**config.mk**
```make
export PLATFORM = sky130hd
export DESIGN_NAME = eeg_packet_deframer
export DESIGN_NICKNAME = d
export VERILOG_FILES = /design/src/eegpd_pkg.sv /design/src/eeg_packet_deframer.sv
export SDC_FILE = /design/constraint.sdc
export NUM_CORES = 1
export LEC_CHECK = 0
export ABC_AREA = 1
export BUFFER_PORTS_ARGS = -buffer_cell sky130_fd_sc_hd__buf_2
export CORE_MARGIN = 1.5
export CORE_UTILIZATION = 30
export CTS_CLUSTER_DIAMETER = 120
export CTS_CLUSTER_SIZE = 28
export DETAILED_ROUTE_END_ITERATION = 8
export MAX_ROUTING_LAYER = met4
export SYNTH_ARGS = -nofsm -noshare
export SYNTH_HDL_FRONTEND = slang
export SYNTH_SLANG_ARGS = --single-unit
```
**constraint.sdc**
```tcl
create_clock -name clock -period 9.7 [get_ports clock]
set_clock_uncertainty 0.1 [all_clocks]
set_input_delay 1.94 -clock clock [delete_from_list [all_inputs] [get_ports clock]]
set_output_delay 1.94 -clock clock [all_outputs]
set_load 0.02 [all_outputs]
```
**src/eegpd_pkg.sv**
```systemverilog
// ----------------------------------------------------------------------------
// EEG packet deframer package
// Shared constants, types and the sample unpack helper.
// ----------------------------------------------------------------------------
package eegpd_pkg;

   localparam int NUM_CHAN      = 6;
   localparam int F0_DATA_LEN   = 12;   // data bytes in a two-sync-byte packet
   localparam int F1_FRAME_LEN  = 11;   // bytes in a sync-bit packet

   localparam logic [7:0] SYNC_FIRST  = 8'hA5;
   localparam logic [7:0] SYNC_SECOND = 8'h5A;

   localparam logic FMT_TWO_SYNC = 1'b0;
   localparam logic FMT_SYNC_BIT = 1'b1;

   typedef logic [15:0] word_type;
   typedef logic [7:0]  byte_type;
   typedef logic [3:0]  index_type;

   // 10-bit sample: low seven bits from one byte, top three from the shared byte
   function automatic word_type f1_sample(input byte_type lo_b, input logic [2:0] hi_bits);
      f1_sample = {6'b000000, hi_bits, lo_b[6:0]};
   endfunction

endpackage

```
**src/eeg_packet_deframer.sv**
```systemverilog
// ----------------------------------------------------------------------------
// EEG packet deframer
// Deframes six-channel EEG packets from a byte stream, two-sync-byte or
// sync-bit format selected by a configuration register.
// ----------------------------------------------------------------------------
// Result timing: a result is valid in the cycle after the transaction of a packet's last byte.
// Throughput: one byte per cycle; the single result register stalls input only
// while a result waits and rsp_ready is low.
// Reset (synchronous): parser back to hunting, byte index, count, switches and
// format cleared, no result pending. Frame and channel storage is not cleared.
module eeg_packet_deframer (
   input  logic                 clock,
   input  logic                 reset,
   input  logic                 csr_wr_en,
   input  logic                 csr_wr_data,
   input  logic                 req_valid,
   output logic                 req_ready,
   input  eegpd_pkg::byte_type  req_rx_byte,
   output logic                 rsp_valid,
   input  logic                 rsp_ready,
   output eegpd_pkg::word_type  rsp_chan0,
   output eegpd_pkg::word_type  rsp_chan1,
   output eegpd_pkg::word_type  rsp_chan2,
   output eegpd_pkg::word_type  rsp_chan3,
   output eegpd_pkg::word_type  rsp_chan4,
   output eegpd_pkg::word_type  rsp_chan5,
   output eegpd_pkg::byte_type  rsp_packet_number,
   output eegpd_pkg::byte_type  rsp_button_state,
   output eegpd_pkg::byte_type  rsp_aux_byte
);
   import eegpd_pkg::*;

   typedef enum logic [2:0] {
      PH_HUNT    = 3'd0,
      PH_SYNC    = 3'd1,   // second sync byte, or frame collection in sync-bit format
      PH_VERSION = 3'd2,
      PH_COUNT   = 3'd3,
      PH_DATA    = 3'd4
   } phase_type;

   phase_type  phase_ff, phase_in;
   index_type  idx_ff, idx_in;
   byte_type   count_ff, count_in;
   byte_type   switches_ff, switches_in;
   logic       fmt_ff;

   byte_type   frame_ff [F1_FRAME_LEN-1];
   word_type   cw_ff [NUM_CHAN];

   logic       rsp_valid_ff;
   word_type   rsp_chan_ff [NUM_CHAN];
   byte_type   rsp_num_ff, rsp_btn_ff, rsp_aux_ff;

   logic       accept;
   logic       emit;
   logic       frame_we, cw_we;
   index_type  fidx;
   logic [2:0] cw_sel;
   word_type   res_chan [NUM_CHAN];
   byte_type   res_num, res_btn, res_aux;
   byte_type   f [F1_FRAME_LEN];
   byte_type   num1, aux1;
   logic       sync_ok;

   assign req_ready = ~rsp_valid_ff | rsp_ready;
   assign accept    = req_valid & req_ready;

   // frame index wraps to zero if it was left out of range
   assign fidx   = (idx_ff >= index_type'(F1_FRAME_LEN)) ? '0 : idx_ff;
   assign cw_sel = idx_ff[3:1];

   always_comb begin
      for (int k = 0; k < F1_FRAME_LEN - 1; k++) begin
         f[k] = frame_ff[k];
      end
      f[F1_FRAME_LEN-1] = req_rx_byte;
      num1 = {2'b00, f[0][6:1]};
      aux1 = {f[0][0], f[1][6:0]};
      sync_ok = f[F1_FRAME_LEN-1][7];
      for (int k = 0; k < F1_FRAME_LEN - 1; k++) begin
         if (f[k][7]) sync_ok = 1'b0;
      end
   end

   always_comb begin
      phase_in    = phase_ff;
      idx_in      = idx_ff;
      count_in    = count_ff;
      switches_in = switches_ff;
      frame_we    = 1'b0;
      cw_we       = 1'b0;
      emit        = 1'b0;
      res_num     = count_ff;
      res_aux     = '0;
      for (int k = 0; k < NUM_CHAN; k++) begin
         res_chan[k] = cw_ff[k];
      end
      if (fmt_ff == FMT_TWO_SYNC) begin
         case (phase_ff)
            PH_HUNT: begin
               if (req_rx_byte == SYNC_FIRST) phase_in = PH_SYNC;
            end
            PH_SYNC: begin
               phase_in = (req_rx_byte == SYNC_SECOND) ? PH_VERSION : PH_HUNT;
            end
            PH_VERSION: begin
               phase_in = PH_COUNT;
            end
            PH_COUNT: begin
               count_in = req_rx_byte;
               idx_in   = '0;
               phase_in = PH_DATA;
            end
            PH_DATA: begin
               if (idx_ff < index_type'(F0_DATA_LEN)) begin
                  cw_we  = 1'b1;
                  idx_in = idx_ff + 4'd1;
               end else begin
                  switches_in = req_rx_byte;
                  phase_in    = PH_HUNT;
                  idx_in      = '0;
                  emit        = 1'b1;
               end
            end
            default: begin
               phase_in = PH_HUNT;
            end
         endcase
      end else begin
         for (int g = 0; g < 3; g++) begin
            res_chan[2*g]   = f1_sample(f[2+3*g], f[4+3*g][6:4]);
            res_chan[2*g+1] = f1_sample(f[3+3*g], f[4+3*g][2:0]);
         end
         res_num = num1;
         res_aux = aux1;
         case (phase_ff)
            PH_HUNT: begin
               if (req_rx_byte[7]) begin
                  idx_in   = '0;
                  phase_in = PH_SYNC;
               end
            end
            PH_SYNC: begin
               if (fidx == index_type'(F1_FRAME_LEN - 1)) begin
                  // last byte of the frame
                  if (num1[2:0] == 3'd4) switches_in = aux1;
                  idx_in   = '0;
                  phase_in = sync_ok ? PH_SYNC : PH_HUNT;
                  emit     = sync_ok;
               end else begin
                  frame_we = 1'b1;
                  idx_in   = fidx + 4'd1;
               end
            end
            default: begin
               phase_in = PH_HUNT;
            end
         endcase
      end
      res_btn = switches_in;
   end

   always_ff @(posedge clock) begin
      if (reset) begin
         phase_ff     <= PH_HUNT;
         idx_ff       <= '0;
         count_ff     <= '0;
         switches_ff  <= '0;
         fmt_ff       <= FMT_TWO_SYNC;
         rsp_valid_ff <= 1'b0;
      end else begin
         if (csr_wr_en) fmt_ff <= csr_wr_data;
         if (accept) begin
            phase_ff    <= phase_in;
            idx_ff      <= idx_in;
            count_ff    <= count_in;
            switches_ff <= switches_in;
         end
         if (accept && emit) begin
            rsp_valid_ff <= 1'b1;
         end else if (rsp_ready) begin
            rsp_valid_ff <= 1'b0;
         end
      end
   end

   always_ff @(posedge clock) begin
      if (accept && frame_we) frame_ff[fidx] <= req_rx_byte;
      if (accept && cw_we) begin
         if (!idx_ff[0]) begin
            cw_ff[cw_sel] <= {req_rx_byte, 8'h00};
         end else begin
            cw_ff[cw_sel][7:0] <= req_rx_byte;
         end
      end
      if (accept && emit) begin
         for (int k = 0; k < NUM_CHAN; k++) begin
            rsp_chan_ff[k] <= res_chan[k];
         end
         rsp_num_ff <= res_num;
         rsp_btn_ff <= res_btn;
         rsp_aux_ff <= res_aux;
      end
   end

   assign rsp_valid         = rsp_valid_ff;
   assign rsp_chan0         = rsp_chan_ff[0];
   assign rsp_chan1         = rsp_chan_ff[1];
   assign rsp_chan2         = rsp_chan_ff[2];
   assign rsp_chan3         = rsp_chan_ff[3];
   assign rsp_chan4         = rsp_chan_ff[4];
   assign rsp_chan5         = rsp_chan_ff[5];
   assign rsp_packet_number = rsp_num_ff;
   assign rsp_button_state  = rsp_btn_ff;
   assign rsp_aux_byte      = rsp_aux_ff;

   // parser restarts hunting after reset
   a_reset_hunt: assert property (@(posedge clock)
      $past(reset) |-> (phase_ff == PH_HUNT && idx_ff == '0))
      else $error("parser not hunting after reset");

   // byte index never runs past the data field
   a_idx_range: assert property (@(posedge clock) disable iff (reset)
      idx_ff <= index_type'(F0_DATA_LEN))
      else $error("byte index out of range");

   // a new result only follows an accepted transaction
   a_rsp_source: assert property (@(posedge clock) disable iff (reset)
      $rose(rsp_valid_ff) |-> $past(accept))
      else $error("result without an input transaction");

endmodule

```
==> flow_summary_export.csv <==
group,metric,value,unit
outcome,status,"completed",
global_routing,grt_first_pass_wirelength,42400,µm
setup_path,cp_slowest_cell,"buf_4",
worst_hold_path,hp-class,"flop to flop",
clock_tree,hold_buffers,0,
floorplan,initial_core_util,30.6,%
yosys,ys_warn_count,0,
route,num_vias,7074,
timing,rsz0062_at_grt,"false",
power,power_switching,497,µW
power,sequentialPowerShare,65.1,%
job,drv_cap,0,
clock_tree,cts.sinks,319,
layout,fin_area,13500,µm²
global_routing,gr-total-overflow,0,
layout,drive_gt1_share,16.6,%
setup_path,critPathKind,"input port to flop",
route,wl_per_cell,18.1,µm
yosys,synth_top_area_cell,"edfxtp_1",
layout,fillerInstances,3806,
power,power_density,171,nW/µm²
clock_tree,post_cts_buffers,0,
global_routing,grt_usage,14.2,%
setup_path,reg2reg_depth,9,
route,ant_nets,0,
floorplan,rows,72,
place,place_congestion,0.892,
timing,hold_violations,0,
power,p_int,1820,µW
worst_hold_path,holdPathStages,2,
setup_path,cp_common_cell,"nand2_1",
power,switching_share,21.5,%
route,drt-initial-drc-count,682,
setup_path,slowest_delay,0.84,ns
global_routing,antenna_found_initial,1,
route,post_drt_via_cell_ratio,4.50,
setup_path,worstPathMaxFanout,76,
yosys,syn_inst,920,
setup_path,regToRegStartpoint,"idx_ff[0]",
floorplan,chipHeight,202,µm
place,dp_hpwl,18700,µm
route,route.detailed.drc,0,
worst_hold_path,min_from,"frame_ff[5][5]",
floorplan,fp.dieW,202,µm
worst_hold_path,min_to,"rsp_chan_ff[2][5]",
clock_tree,clk_latency,0.52,ns
timing,slew-limit-headroom,24.8,%
timing,setup_tns,0,ns
route,drtPass1Iterations,7,
clock_tree,cts-buffers-inserted,15,
global_routing,grt_start_max_net_pins,82,
clock_tree,cts.clk_slew.worst_paths,0.10,ns
timing,final.period_utilization,46.4,%
yosys,seq_area_frac_synth,78.6,%
timing,setup_viol,0,
global_routing,grt_pass1_vias,6889,
clock_tree,root_buffer,"clkbuf_16",
power,p_comb_share,3.8,%
floorplan,fp.dieArea,40800,µm²
timing,tightestPinTransition,1.12,ns
setup_path,arrival,4.52,ns
place,placed_cell_area,13100,µm²
place,io_buffers,135,
setup_path,cp_cell_sequence,"buf_2 > inv_1 > nor2_1 > nand2_1 > nor2_1 > nand4_1 > nand2_1 > nand2_1 > inv_4 > buf_4",
yosys,synth_top_area_share,74.4,%
yosys,synth_cell_type_count,28,
floorplan,ios,136,
clock_tree,cts_resized,0,
yosys,synthTopCellsByArea,"edfxtp_1 (74%), nand2_1 (8.0%), dfxtp_1 (4.2%), inv_1 (3.1%), nor2_1 (2.8%)",
layout,area_growth,13.9,%
setup_path,worstSetupStartpointType,"input port",
clock_tree,htree_levels,1,
layout,nNetsFinal,1060,
setup_path,reg2reg_setup_slack,6.10,ns
yosys,synth_nets,935,
yosys,syn_avg_cell_area,12.9,µm²
floorplan,core_area,38800,µm²
yosys,synth.cell_area,11900,µm²
route,wirelength,28500,µm
setup_path,required,9.73,ns
power,p_leak,0.00535,µW
timing,final_max_slew_viol_count,0,
setup_path,crit_path_end_kind,"flop",
power,clkPwrFrac,31.1,%
timing,period_minus_slack,4.50,ns
yosys,synth_seq_cells,319,
timing,fmax,222,MHz
clock_tree,cts.path.max_buffers,3,
clock_tree,cts_tree,"yes",
setup_path,reg2reg_to,"rsp_chan_ff[4][13]",
power,peakVddDrop,0.0904,mV
-- cell usage in the layout, fill, tap and decap left out, types with 3 or more instances in the layout --
cell type	Yosys	final
inv_1	99	97
o21ai_0	25	25
nand3_1	32	32
nand4_1	8	8
nor2_4	4	4
clkbuf_16	0	15
buf_2	4	135
nor3_1	8	7
edfxtp_1	294	294
buf_4	2	3
nand2_1	254	254
dfxtp_1	25	24
nor2_1	89	89
clkbuf_1	17	8
a21oi_1	38	38
inv_2	2	3
-- power groups by stage --
stage,Combinational (µW),Clock (µW),Sequential [µW]
global route,98.4,788,1510
finish,87.6,721,1510
floorplan,56.5,0,1530
global placement,86.4,0,1540
detailed placement,87.4,0,1540
CTS,88.0,737,1510
-- synthesized netlist by cell type --
cell type and count:
nor2_2 1, clkbuf_2 1, inv_2 2, inv_1 99, a21oi_1 38, buf_1 3, a21boi_2 1, clkbuf_1 17
nand2_4 2, dfxtp_1 25, buf_4 2, buf_6 3, buf_2 4, ha_1 1, o21ai_1 1, nor2_1 89
nor3_1 8, nand3_2 2, nand3_1 32, nand2_1 254, nand4_2 1, edfxtp_1 294, nor3_2 1, nand4_1 8
o21a_1 1, nand2_2 1, o21ai_0 25, nor2_4 4
-- how the worst max path moves through the flow --
stage | from | end | cells past startpoint
2_1_floorplan | req_rx_byte[7] | rsp_aux_byte[0] | 8
3_3_place_gp | req_rx_byte[7] | rsp_chan_ff[3][2] | 10
3_5_place_dp | req_rx_byte[7] | rsp_chan_ff[5][4] | 10
4_1_cts | req_rx_byte[7] | rsp_chan_ff[1][13] | 10
5_1_grt | req_rx_byte[7] | rsp_chan_ff[4][13] | 10
6_report | req_rx_byte[7] | rsp_chan_ff[4][13] | 10
-- logic make-up after synthesis --
logic type      count (synthesis)  synth area share (%)
simple gates                  403                  14.0
fa+ha+maj                       1                 0.105
flops                         319                  78.6
buf+inv                       131                  4.45
compound gates                 66                  2.86
-- per-stage QoR --
step / power (µW) / setup slack [ns] / utilization [%] / instances / hold WS, ns
after floorplan: 1590 / 4.35 / - / 920 / 0.387
after global placement: 1620 / 4.73 / 33.7 / 1546 / 0.406
after detailed placement: 1630 / 4.62 / 33.7 / 1546 / 0.405
after CTS: 2330 / 5.17 / 34.8 / 1572 / 0.430
after global routing: 2390 / 4.91 / 34.8 / 1573 / 0.446
final: 2320 / 5.20 / 34.8 / 1573 / 0.427
-- critical path, delay by kind of cell --
family	cells	cell delay (ns)
simple gates	6	0.62
buf+inv	4	1.81
-- routing by layer --
metal / GRT usage (%) / part of all wire [%] / vias to the layer above
met5: - / 0 / -
met4: 3.25 / 2.4 / 0
met3: 1.92 / 5.9 / 40
met2: 22.3 / 47 / 258
met1: 19.6 / 45 / 3444
li1: - / - / 3332
-- layout make-up --
type / count / area, µm² / share of cell area, %
Timing Repair Buffer: 138 / 698 / 5.17
Inverter: 101 / 382 / 2.82
Clock buffer: 23 / 405 / 3.00
Sequential cell: 319 / 9330 / 69.1
Tap cell: 518 / 648 / 4.80
Clock inverter: 3 / 28.8 / 0.213
Antenna cell: 1 / 2.50 / 0.0185
Multi-Input combinational cell: 470 / 2020 / 14.9
-- state kept, by name, summed over array words and instances (netlist names) --
| register | count |
|---|---|
| cw_ff | 96 |
| count_ff | 8 |
| frame_ff | 78 |
| rsp_chan_ff | 96 |
| switches_ff | 8 |
| idx_ff | 4 |
| rsp_packet_number | 8 |
| phase_ff | 3 |
| fmt_ff | 1 |
| rsp_valid | 1 |
| rsp_button_state | 8 |
| rsp_aux_byte | 8 |
Note: power is estimated with default switching activity, not from simulation.
